### config.mk
export PLATFORM = sky130hd
export DESIGN_NAME = tick_priority_task_scheduler_unit
export DESIGN_NICKNAME = d
export VERILOG_FILES = /design/src/sv/tpts_pkg.sv /design/src/sv/tpts_ctrl.sv /design/src/sv/tpts_dp.sv /design/src/sv/tick_priority_task_scheduler_unit.sv
export SDC_FILE = /design/constraint.sdc
export NUM_CORES = 1
export LEC_CHECK = 0
export ABC_AREA = 0
export BUFFER_PORTS_ARGS = -buffer_cell sky130_fd_sc_hd__buf_4
export CAP_MARGIN = 40
export CORE_UTILIZATION = 45
export DETAILED_ROUTE_END_ITERATION = 6
export HOLD_SLACK_MARGIN = 0.05
export SETUP_SLACK_MARGIN = 0.2
export SYNTH_ARGS = -nofsm -noshare
export SYNTH_HDL_FRONTEND = slang
export SYNTH_SLANG_ARGS = --single-unit
### constraint.sdc
create_clock -name clk -period 5 [get_ports clk]
set_clock_uncertainty 0.05 [all_clocks]
set_input_delay 0.25 -clock clk [delete_from_list [all_inputs] [get_ports clk]]
set_output_delay 0.25 -clock clk [all_outputs]
set_load 0.02 [all_outputs]
### src/sv/tpts_pkg.sv
// ----------------------------------------------------------------------------
// tpts_pkg
// Shared types and constants for the tick priority task scheduler.
// ----------------------------------------------------------------------------
`default_nettype none

package tpts_pkg;

    localparam int NUM_TASKS = 8;
    localparam int TASK_W    = $clog2(NUM_TASKS);
    localparam int CNT_W     = 8;
    localparam int PRIO_W    = 7;
    localparam int IN_W      = 24;
    localparam int OUT_W     = 8;

    localparam logic FUNC_LOAD = 1'b0;
    localparam logic FUNC_TICK = 1'b1;

    typedef enum logic [2:0] {
        ST_IDLE,
        ST_LOAD,
        ST_DEC,
        ST_SCAN_INIT,
        ST_SCAN,
        ST_CHECK,
        ST_REFILL,
        ST_RESP
    } tpts_state_t;

    typedef struct packed {
        logic latch_in;
        logic do_load;
        logic do_dec;
        logic scan_init;
        logic scan_step;
        logic refill_init;
        logic refill_step;
        logic take_best;
        logic set_none;
        logic out_load;
    } tpts_cmd_t;

    typedef struct packed {
        logic func;
        logic running_nz;
        logic dec_zero;
        logic ptr_first;
        logic ptr_last;
        logic best_nz;
        logic refilled;
        logic out_free;
    } tpts_stat_t;

endpackage

`default_nettype wire

### src/sv/tpts_ctrl.sv
// ----------------------------------------------------------------------------
// tpts_ctrl
// Sequencer: steps the datapath through load, decrement, scan and refill.
// ----------------------------------------------------------------------------
`default_nettype none

module tpts_ctrl
    import tpts_pkg::*;
(
    input  wire logic       clk,
    input  wire logic       rst_n,
    input  wire logic       s_tvalid,
    output logic            s_tready,
    input  wire tpts_stat_t stat,
    output tpts_cmd_t       cmd
);

    tpts_state_t state_reg;
    tpts_state_t state_next;

    always_ff @(posedge clk or negedge rst_n)
    begin
        if (!rst_n)
        begin
            state_reg <= ST_IDLE;
        end
        else
        begin
            state_reg <= state_next;
        end
    end

    always_comb
    begin
        state_next = state_reg;
        cmd        = '0;
        s_tready   = 1'b0;
        case (state_reg)
            ST_IDLE:
            begin
                s_tready = 1'b1;
                if (s_tvalid)
                begin
                    cmd.latch_in = 1'b1;
                    state_next   = ST_LOAD;
                end
            end
            ST_LOAD:
            begin
                // The latched word is decoded here.
                if (stat.func == FUNC_LOAD)
                begin
                    cmd.do_load = 1'b1;
                    state_next  = ST_RESP;
                end
                else if (stat.running_nz)
                begin
                    state_next = ST_DEC;
                end
                else
                begin
                    state_next = ST_SCAN_INIT;
                end
            end
            ST_DEC:
            begin
                cmd.do_dec = 1'b1;
                state_next = stat.dec_zero ? ST_SCAN_INIT : ST_RESP;
            end
            ST_SCAN_INIT:
            begin
                cmd.scan_init = 1'b1;
                state_next    = ST_SCAN;
            end
            ST_SCAN:
            begin
                cmd.scan_step = 1'b1;
                if (stat.ptr_first)
                begin
                    state_next = ST_CHECK;
                end
            end
            ST_CHECK:
            begin
                if (stat.best_nz)
                begin
                    cmd.take_best = 1'b1;
                    state_next    = ST_RESP;
                end
                else if (!stat.refilled)
                begin
                    cmd.refill_init = 1'b1;
                    state_next      = ST_REFILL;
                end
                else
                begin
                    cmd.set_none = 1'b1;
                    state_next   = ST_RESP;
                end
            end
            ST_REFILL:
            begin
                cmd.refill_step = 1'b1;
                if (stat.ptr_last)
                begin
                    state_next = ST_SCAN_INIT;
                end
            end
            ST_RESP:
            begin
                if (stat.out_free)
                begin
                    cmd.out_load = 1'b1;
                    state_next   = ST_IDLE;
                end
            end
            default:
            begin
                state_next = ST_IDLE;
            end
        endcase
    end

endmodule

`default_nettype wire

### src/sv/tpts_dp.sv
// ----------------------------------------------------------------------------
// tpts_dp
// Datapath: task table, scan pointer, best-candidate registers and output word.
// ----------------------------------------------------------------------------
`default_nettype none

module tpts_dp
    import tpts_pkg::*;
(
    input  wire logic             clk,
    input  wire logic             rst_n,
    input  wire logic [IN_W-1:0]  s_tdata,
    input  wire logic             s_tuser,
    output logic                  m_tvalid,
    input  wire logic             m_tready,
    output logic      [OUT_W-1:0] m_tdata,
    input  wire tpts_cmd_t        cmd,
    output tpts_stat_t            stat
);

    localparam logic [TASK_W-1:0] LAST_IDX  = TASK_W'(NUM_TASKS - 1);
    localparam logic [TASK_W-1:0] FIRST_IDX = TASK_W'(1);

    logic [CNT_W-1:0]  cnt_reg [NUM_TASKS];
    logic [PRIO_W-1:0] prio_reg [NUM_TASKS];

    logic              func_reg;
    logic [TASK_W-1:0] idx_reg;
    logic [CNT_W-1:0]  cval_reg;
    logic [PRIO_W-1:0] pval_reg;

    logic [TASK_W-1:0] running_reg;
    logic [TASK_W-1:0] prev_reg;
    logic [TASK_W-1:0] ptr_reg;
    logic [TASK_W-1:0] best_reg;
    logic [CNT_W-1:0]  best_val_reg;
    logic              refilled_reg;
    logic              none_reg;

    logic              out_valid_reg;
    logic [OUT_W-1:0]  out_data_reg;

    logic [TASK_W-1:0] addr;
    logic [CNT_W-1:0]  rd_cnt;
    logic [CNT_W-1:0]  dec_val;
    logic [CNT_W:0]    refill_sum;
    logic [CNT_W-1:0]  refill_val;

    // One read port on the counter table, shared by decrement, scan and refill.
    assign addr    = cmd.do_dec ? running_reg : ptr_reg;
    assign rd_cnt  = cnt_reg[addr];
    assign dec_val = (rd_cnt == '0) ? '0 : rd_cnt - CNT_W'(1);

    assign refill_sum = {2'b00, rd_cnt[CNT_W-1:1]} + {{(CNT_W + 1 - PRIO_W){1'b0}}, prio_reg[addr]};
    assign refill_val = refill_sum[CNT_W] ? {CNT_W{1'b1}} : refill_sum[CNT_W-1:0];

    always_ff @(posedge clk or negedge rst_n)
    begin
        if (!rst_n)
        begin
            for (int i = 0; i < NUM_TASKS; i++)
            begin
                cnt_reg[i]  <= '0;
                prio_reg[i] <= '0;
            end
            running_reg   <= '0;
            out_valid_reg <= 1'b0;
        end
        else
        begin
            if (cmd.do_load && idx_reg != '0)
            begin
                cnt_reg[idx_reg]  <= cval_reg;
                prio_reg[idx_reg] <= pval_reg;
            end
            if (cmd.do_dec)
            begin
                cnt_reg[addr] <= dec_val;
            end
            if (cmd.refill_step)
            begin
                cnt_reg[addr] <= refill_val;
            end
            if (cmd.take_best)
            begin
                running_reg <= best_reg;
            end
            if (cmd.out_load)
            begin
                out_valid_reg <= 1'b1;
            end
            else if (m_tready)
            begin
                out_valid_reg <= 1'b0;
            end
        end
    end

    always_ff @(posedge clk)
    begin
        if (cmd.latch_in)
        begin
            func_reg     <= s_tuser;
            idx_reg      <= s_tdata[TASK_W-1:0];
            cval_reg     <= s_tdata[TASK_W+CNT_W-1:TASK_W];
            pval_reg     <= s_tdata[TASK_W+CNT_W+PRIO_W-1:TASK_W+CNT_W];
            prev_reg     <= running_reg;
            refilled_reg <= 1'b0;
            none_reg     <= 1'b0;
        end
        if (cmd.scan_init)
        begin
            ptr_reg      <= LAST_IDX;
            best_reg     <= '0;
            best_val_reg <= '0;
        end
        // Scan runs from the highest index down; strict compare keeps ties high.
        if (cmd.scan_step)
        begin
            if (rd_cnt > best_val_reg)
            begin
                best_val_reg <= rd_cnt;
                best_reg     <= ptr_reg;
            end
            ptr_reg <= ptr_reg - TASK_W'(1);
        end
        if (cmd.refill_init)
        begin
            ptr_reg      <= FIRST_IDX;
            refilled_reg <= 1'b1;
        end
        if (cmd.refill_step)
        begin
            ptr_reg <= ptr_reg + TASK_W'(1);
        end
        if (cmd.set_none)
        begin
            none_reg <= 1'b1;
        end
        if (cmd.out_load)
        begin
            out_data_reg <= {2'b00, none_reg, refilled_reg,
                             running_reg != prev_reg, running_reg};
        end
    end

    assign stat.func       = func_reg;
    assign stat.running_nz = running_reg != '0;
    assign stat.dec_zero   = dec_val == '0;
    assign stat.ptr_first  = ptr_reg == FIRST_IDX;
    assign stat.ptr_last   = ptr_reg == LAST_IDX;
    assign stat.best_nz    = best_reg != '0;
    assign stat.refilled   = refilled_reg;
    assign stat.out_free   = !out_valid_reg || m_tready;

    assign m_tvalid = out_valid_reg;
    assign m_tdata  = out_data_reg;

endmodule

`default_nettype wire

### src/sv/tick_priority_task_scheduler_unit.sv
// ----------------------------------------------------------------------------
// tick_priority_task_scheduler_unit
// Time-slice scheduler: load task entries; on each timer tick run the current
// task down and, when it runs out, pick the task with the largest remaining slice.
// ----------------------------------------------------------------------------
//
//  Channel  Direction  tdata / tuser                                   Words
//  s_*      in         tdata: task_index[2:0], counter_value[10:3],    1 per item
//                      priority_value[17:11]; tuser: func
//  m_*      out        tdata: current_task[2:0], switched[3],          1 per item
//                      refilled[4], no_runnable[5]
//
// A load passes through the load and response states; a tick that keeps the
// running task passes through load, decrement and response. A tick that
// schedules walks the seven task entries once per scan and once for a refill,
// one entry a cycle through the single counter read port. One item is in work
// at a time; the input is accepted again as soon as the result sits in the
// output register, even while that word waits for m_tready. Reset clears the
// table.
// ----------------------------------------------------------------------------
`default_nettype none

module tick_priority_task_scheduler_unit
    import tpts_pkg::*;
(
    input  wire logic             clk,
    input  wire logic             rst_n,
    input  wire logic             s_tvalid,
    output logic                  s_tready,
    input  wire logic [IN_W-1:0]  s_tdata,   // task_index, counter_value, priority_value
    input  wire logic             s_tuser,   // func
    output logic                  m_tvalid,
    input  wire logic             m_tready,
    output logic      [OUT_W-1:0] m_tdata    // current_task, switched, refilled, no_runnable
);

    tpts_cmd_t  cmd;
    tpts_stat_t stat;

    tpts_ctrl u_ctrl (
        .clk      (clk),
        .rst_n    (rst_n),
        .s_tvalid (s_tvalid),
        .s_tready (s_tready),
        .stat     (stat),
        .cmd      (cmd)
    );

    tpts_dp u_dp (
        .clk      (clk),
        .rst_n    (rst_n),
        .s_tdata  (s_tdata),
        .s_tuser  (s_tuser),
        .m_tvalid (m_tvalid),
        .m_tready (m_tready),
        .m_tdata  (m_tdata),
        .cmd      (cmd),
        .stat     (stat)
    );

endmodule

`default_nettype wire

==> results of run 1 <==
==> worst paths after layout <==
kind | slack, ns | end | cells after the start
setup / recovery | 0.53 | u_dp.cnt_reg[14]$_DFF_PN0_ | 17
hold / removal | 0.11 | u_dp.none_reg$_SDFFE_PP1P_ | 3
setup reg to reg | 0.53 | u_dp.cnt_reg[14]$_DFF_PN0_ | 17
hold reg to reg | 0.33 | u_dp.prio_reg[53]$_DFFE_PN0P_ | 0
max in group asynchronous | 3.48 | u_dp.cnt_reg[13]$_DFF_PN0_ | 3
min in group asynchronous | 0.37 | u_dp.m_tvalid$_DFFE_PN0P_ | 2
==> final cells by class <==
class                      count  area [sq um]  area share
multi-input combinational    684          4870       0.439
clock inverter                15           154      0.0139
clock buffer                  17           425      0.0384
sequential                   171          4370       0.394
tap                          275           344      0.0311
inverter                      28           105     0.00949
timing repair buffer          98           812      0.0733
==> worst max-delay path, cell delays in order, from the launching register on <==
cell	delay (ns)
sky130_fd_sc_hd__dfrtp_1	0.38
sky130_fd_sc_hd__or3b_1	0.61
sky130_fd_sc_hd__buf_4	0.27
sky130_fd_sc_hd__mux2i_1	0.22
sky130_fd_sc_hd__buf_4	0.25
sky130_fd_sc_hd__a21oi_1	0.06
sky130_fd_sc_hd__a22o_1	0.32
sky130_fd_sc_hd__or2_2	0.35
sky130_fd_sc_hd__inv_1	0.16
sky130_fd_sc_hd__ha_1	0.29
sky130_fd_sc_hd__a21o_1	0.19
sky130_fd_sc_hd__a21oi_1	0.22
sky130_fd_sc_hd__o21bai_1	0.09
sky130_fd_sc_hd__a21oi_1	0.24
sky130_fd_sc_hd__xor2_2	0.27
sky130_fd_sc_hd__nand2_1	0.11
sky130_fd_sc_hd__o31ai_2	0.11
sky130_fd_sc_hd__o21ai_0	0.14
==> through the flow <==
| step | hold WS, ns | worst slack (ns) |
|---|---|---|
| global placement | 0.315 | 0.550 |
| floorplan | -0.0956 | 0.935 |
| finish | 0.111 | 0.529 |
| detailed placement | 0.319 | 0.536 |
| CTS | 0.101 | 0.503 |
| global route | 0.140 | 0.248 |
==> layer usage <==
| layer | global-route usage | routed length [um] |
|---|---|---|
| met5 | 0 | 0 |
| met4 | 0.114 | 924 |
| met3 | 0.0586 | 2020 |
| met2 | 0.440 | 13400 |
| met1 | 0.363 | 12700 |
==> placed cells by master, fill, tap and decap left out, types with 24 or more instances in the layout <==
| cell type | count |
|---|---|
| sky130_fd_sc_hd__a21oi_1 | 43 |
| sky130_fd_sc_hd__buf_4 | 73 |
| sky130_fd_sc_hd__mux2_2 | 77 |
| sky130_fd_sc_hd__nor2_1 | 28 |
| sky130_fd_sc_hd__dfrtp_1 | 127 |
| sky130_fd_sc_hd__o21ai_0 | 59 |
| sky130_fd_sc_hd__o22ai_1 | 34 |
| sky130_fd_sc_hd__inv_1 | 28 |
| sky130_fd_sc_hd__nand2_1 | 130 |
| sky130_fd_sc_hd__mux2i_1 | 47 |
| sky130_fd_sc_hd__edfxtp_1 | 31 |
| sky130_fd_sc_hd__a211oi_1 | 24 |
==> repair_timing <==
item / 4_1_cts / 5_1_grt
endpoints found under the hold margin: 77 / 0
setup buffers: 0 / 0
resized for setup: 0 / 1
hold buffers: 21 / 0
setup endpoints to repair: 0 / 1
==> logic make-up (layout without fill, tap and decap cells) <==
logic type               count (synthesis)  count (layout)  share of synthesized area
buffers and inverters                   99             158                     0.0430
XOR/XNOR                                11              11                     0.0100
flip-flops                             171             171                      0.454
AND/OR/NAND/NOR                        264             264                      0.133
AO/OA/AOI/OAI                          260             260                      0.188
multiplexers                           126             126                      0.144
other                                    1               2                   0.000390
adder cells (fa/ha/maj)                 21              21                     0.0281
==> summary by stage, run 1 <==
Status
The flow ran to the end, but the final reports show violations. The final reports fail on design-rule violations.

Logic synthesis
For this run, the register share of the synthesized area comes to 0.454. The Yosys step of the flow raised 0 warnings. By count the netlist is led by 130 x sky130_fd_sc_hd__nand2_1, 127 x sky130_fd_sc_hd__dfrtp_1, 77 x sky130_fd_sc_hd__mux2_2.

After synthesis the netlist holds a flip-flop and latch count of 171. The most used flip-flop cell after synthesis is sky130_fd_sc_hd__dfrtp_1. The average instance area after synthesis is 10.1 sq um.

The cell with the most instances after synthesis is sky130_fd_sc_hd__nand2_1. The share of synthesized area in the top cell type comes to 0.330. After synthesis, the cell types taking the most area are sky130_fd_sc_hd__dfrtp_1 33%, sky130_fd_sc_hd__edfxtp_1 9.7%, sky130_fd_sc_hd__mux2_2 9.0%. The total standard cell area after synthesis is 9620 sq um. The number of enable flip-flop cells after synthesis is 31.

Of all flip-flops after synthesis, the portion carrying an async set or reset was 0.743. Synthesis produced a netlist whose cell count is 953. The cell taking the most area after synthesis is sky130_fd_sc_hd__dfrtp_1.

The post-synthesis cell type count is 77.

Drt
In the final routed layout, each cell accounts on average for 22.6 um. After detailed routing, the number of vias per cell comes to 6.01. The detail route stage leaves a number of antenna-violating nets equal to 0.

The total wire length after detailed routing is 29000 um. For this run, design rule violations remaining after detail routing come to 1. The routed layout has 7741 vias.

The total iterations of the first detailed-routing run is 7. After the first detailed-routing iteration, the DRC count stood at 678.

Cells and area
The post-route core utilization is 0.527. After routing the design area is 11100 sq um. The final instance count without filler cells is 1288.

From synthesis to final layout, the design area changed by 15.1%. The layout cell share with drive strength beyond 1 is 0.208. After filler insertion, the fill cell instance count of the layout stands at 1913. The total number of nets in the final design is 1050.

The number of antenna diodes in the final layout is 0. The number of flip-flops in the largest register is 64.

Place
Counting tap cells, the placed design contains a total of 1235 instances. The count of input and output buffers is 30. The placed instances occupy a cell area of 10300 sq um. The detailed placement HPWL is 19700 um. The congestion estimate from routability-driven global placement came to 0.943.

CTS
Clock-pin slew was measured on the worst setup and hold paths at 0.07 ns. The tree built by TritonCTS fans out to 171 sinks. In this run the deepest clock path goes through 2 buffers. TritonCTS built the clock tree. Buffers inserted during clock tree synthesis total 17. The number of levels in the clock H-tree is 4. The root cell of the clock tree is sky130_fd_sc_hd__clkbuf_16. The later-pin clock latency in the skew report is 0.45 ns.

Critical path
The endpoint type of the worst setup path is a register. The kind of critical path is register to register. In this run the worst path has a maximum fanout of 10. The data required time at the worst endpoint is 5.25 ns. STA classifies the critical path startpoint as a register. The critical path launch point is u_ctrl.state_reg[0]$_DFFE_PN0P_.

The worst endpoint data arrival time is 4.73 ns. In this run the critical register-to-register path is launched from u_ctrl.state_reg[0]$_DFFE_PN0P_.

GRT
The largest net degree at the start of global routing is 60. The first global-routing pass estimated 44500 um of wire. The number of global-route vias before repair is 7475. The total routing resource utilization after global routing is 0.276. The number of antenna violations at the first check in global routing is 0. Summed over all layers, the global routing overflow is 0.

Die
The die is 148 um tall. The die outline width is 148 um. The area of the core is 21000 sq um. For this configuration, the core starts out at a cell density of 0.458. For this design the top-level I/O count stands at 39.

The number of placement rows is 53. The die covers 22000 sq um.

Run
Max-cap violations in this run came to 0.

Timing
Based on the critical path, the design can be clocked at up to 224 MHz. The count of endpoints failing hold in the final timing report came to 0. In this run the tightest slew margin relative to its limit is 0.350. The final max-slew violation count was 0. In the finished design, the share of the clock period the worst path needs comes to 0.894.

The total setup violations reported at the end of the flow is 0. The accumulated negative setup slack is 0 ns. The actual slew at the worst max-slew pin is 0.971 ns.

Setup repair after global routing left no endpoint under its margin. After layout, the minimum clock period comes to 4.47 ns.

Min path
In this run the most critical hold path is launched from s_tvalid. The kind of path behind the tightest hold check is input pin to register.
Power of run 1 is left out: the tool's default activity adds up to more than one toggle a clock period on the data nets, which glitch-free logic cannot reach.
==> run 2, diff against run 1 <==
--- a/config.mk
+++ b/config.mk
@@ -11,6 +11,7 @@
 export CORE_UTILIZATION = 45
 export DETAILED_ROUTE_END_ITERATION = 6
 export HOLD_SLACK_MARGIN = 0.05
+export PLACE_DENSITY = 0.58
 export SETUP_SLACK_MARGIN = 0.2
 export SYNTH_ARGS = -nofsm -noshare
 export SYNTH_HDL_FRONTEND = slang
==> summary by stage, run 2 (synthesis results as in run 1) <==
Critical path
The most frequent cell on the critical path is sky130_fd_sc_hd__a21oi_1. The largest stage delay on the critical path is 0.62 ns. Of all nets on the critical path, the largest fanout is 20. The critical path goes through buf_4 > and4bb_2 > nand2_1 > inv_1 > a31oi_1 > o221ai_1 > a21oi_1 > ha_1 > a21o_1 > a21oi_1 > o21bai_1 > a21oi_1 > xnor2_1 > and2_1 > a31oi_1 > o21ai_0. The data required time at the worst endpoint is 5.24 ns. The worst setup path is captured at a register. The startpoint type of the worst setup path is a register. The cell type group with the largest total delay on the critical path is compound AO/OA/AOI/OAI gates. The library cell contributing the largest single delay on the critical path is sky130_fd_sc_hd__a31oi_1. The kind of critical path is register to register. The number of buffers and inverters on the critical path is 2. Data on the critical path arrives at its endpoint at 4.75 ns.

Die
Measured along the y axis, the die boundary spans 148 um. The effective utilization at floorplan is 0.458. During I/O placement, the number of pins put on the boundary was 39. The area of the core is 21000 sq um.

In this run the core area contains 53 standard-cell rows. The area of the die is 22000 sq um. In this run the horizontal extent of the chip is 148 um.

Status
The run finished with clean final reports.

CTS
The clock-pin slew on the worst setup and hold paths is 0.07 ns. The TritonCTS sink count is 171. The longest clock path from root to sink contains 2 buffers. The H-tree was split into 4 levels. The number of buffers added for setup after CTS is 0. The later-pin clock latency in the skew report is 0.45 ns. The CTS buffer count is 17.

The root cell of the clock tree is sky130_fd_sc_hd__clkbuf_16. TritonCTS built the clock tree.

GRT
The number of antenna violations at the first check in global routing came to 0. The first-pass GRT wire length is 45500 um. The largest net degree at the start of global routing is 67. The total overflow reported by the global router is 0. The total routing resource utilization after global routing is 0.281.

The number of global-route vias before repair is 7656.

Timing
The final max-slew violation count is 0. For the pin with the worst max-slew slack, the measured transition is 0.838 ns. The tightest hold margin is 0.112 ns. The time the final worst path needs with I/O delays and setup is 4.51 ns.

The accumulated negative setup slack is 0 ns. The count of endpoints failing hold in the final timing report is 0. Setup violations remaining at the end of the flow were counted as 0. Setup repair after global routing left no endpoint under its margin. In this run the tightest slew margin relative to its limit is 0.440.

Static timing analysis puts the maximum clock frequency at 222 MHz. The period utilization is 0.902.

Cells and area
The layout cell share with drive strength beyond 1 is 0.205. The library cells used most frequently in the layout, excluding fill and tap cells, are 130 x sky130_fd_sc_hd__nand2_1, 127 x sky130_fd_sc_hd__dfrtp_1, 77 x sky130_fd_sc_hd__mux2_2, 69 x sky130_fd_sc_hd__buf_4, 59 x sky130_fd_sc_hd__o21ai_0. Compared with the post-synthesis result, the final layout area differs by 15.5%. The number of flip-flops in the largest register is 64. 0 antenna diodes ended up in the layout. The leading cell type in the layout, fill and taps excluded is sky130_fd_sc_hd__nand2_1. The total number of nets in the final design is 1048.

Min path
The kind of path behind the tightest hold check is input pin to async pin.

Drt
The total iterations of the first detailed-routing run is 7. In this run, the number of DRC markers left after iteration 0 of detailed routing was 695. The count of nets left with antenna violations once routing finished came out at 0. The routed length per instance is 22.9 um. The routed design has 29400 um of wire.

The remaining routing DRC violations is 0. The final route contains 7729 vias. After detailed routing, the number of vias per cell comes to 6.01.

Place
Once detailed placement completed, the half-perimeter wirelength came to 19900 um. At the end of routability-driven placement, the weighted congestion stood at 0.936. The count of input and output buffers is 30.

Run
The reported max-cap violation count is 0.
run 2: worst register-to-register path: cells and delay by family (launching register included):
family	cells	cell delay, ns
AOI/OAI and AO/OA	9	2.45
and+or+nand+nor	3	0.68
buffers and inverters	2	0.38
DFF	1	0.35
adders and majority gates	1	0.31
xor gates and xnor gates	1	0.12
run 2: through the flow:
| stage | instances | setup slack (ns) | area, sq um | utilization |
|---|---|---|---|---|
| 6_report | 1286 | 0.489 | 11100 | 0.529 |
| 3_3_place_gp | 1228 | 0.521 | 10200 | 0.486 |
| 4_1_cts | 1286 | 0.465 | 11100 | 0.529 |
| 3_5_place_dp | 1233 | 0.474 | 10300 | 0.490 |
| 5_1_grt | 1286 | 0.200 | 11100 | 0.529 |
| 2_1_floorplan | 954 | 0.935 | 9630 | - |
run 2: final cells by class:
type                            instances  area [sq um]
Timing Repair Buffer                   96           832
Clock inverter                         13           151
Fill cell                            1896          9900
Multi-Input combinational cell        684          4860
Inverter                               28           105
Tap cell                              275           344
Clock buffer                           19           454
Sequential cell                       171          4370
run 2: what timing repair did:
action | 4_1_cts | 5_1_grt
endpoints found under the setup margin | 0 | 6
hold buffers | 21 | 0
hold endpoints to repair | 81 | 0
resized for setup | 0 | 1
run 2: per-layer routing:
layer	up-vias	global-route usage	routed length, um
li1	3588	-	-
met1	3756	0.363	12800
met2	310	0.448	13400
met3	75	0.0610	1970
met4	0	0.135	1250
met5	-	0	0
run 2: worst paths after layout:
kind                                                 startpoint                            end  slack (ns)  depth (start not counted)
max in group asynchronous                                 rst_n     u_dp.cnt_reg[50]$_DFF_PN0_        3.95                          3
worst max-delay path            u_ctrl.state_reg[0]$_DFFE_PN0P_     u_dp.cnt_reg[13]$_DFF_PN0_        0.49                         16
worst max register to register  u_ctrl.state_reg[0]$_DFFE_PN0P_     u_dp.cnt_reg[13]$_DFF_PN0_        0.49                         16
min in group clk                                       s_tvalid     u_dp.none_reg$_SDFFE_PP1P_        0.14                          3
worst min-delay path                                      rst_n      u_dp.m_tvalid$_DFFE_PN0P_        0.11                          2
worst min register to register    u_dp.prio_reg[53]$_DFFE_PN0P_  u_dp.prio_reg[53]$_DFFE_PN0P_        0.33                          0
Power of run 2 is left out for the same reason.
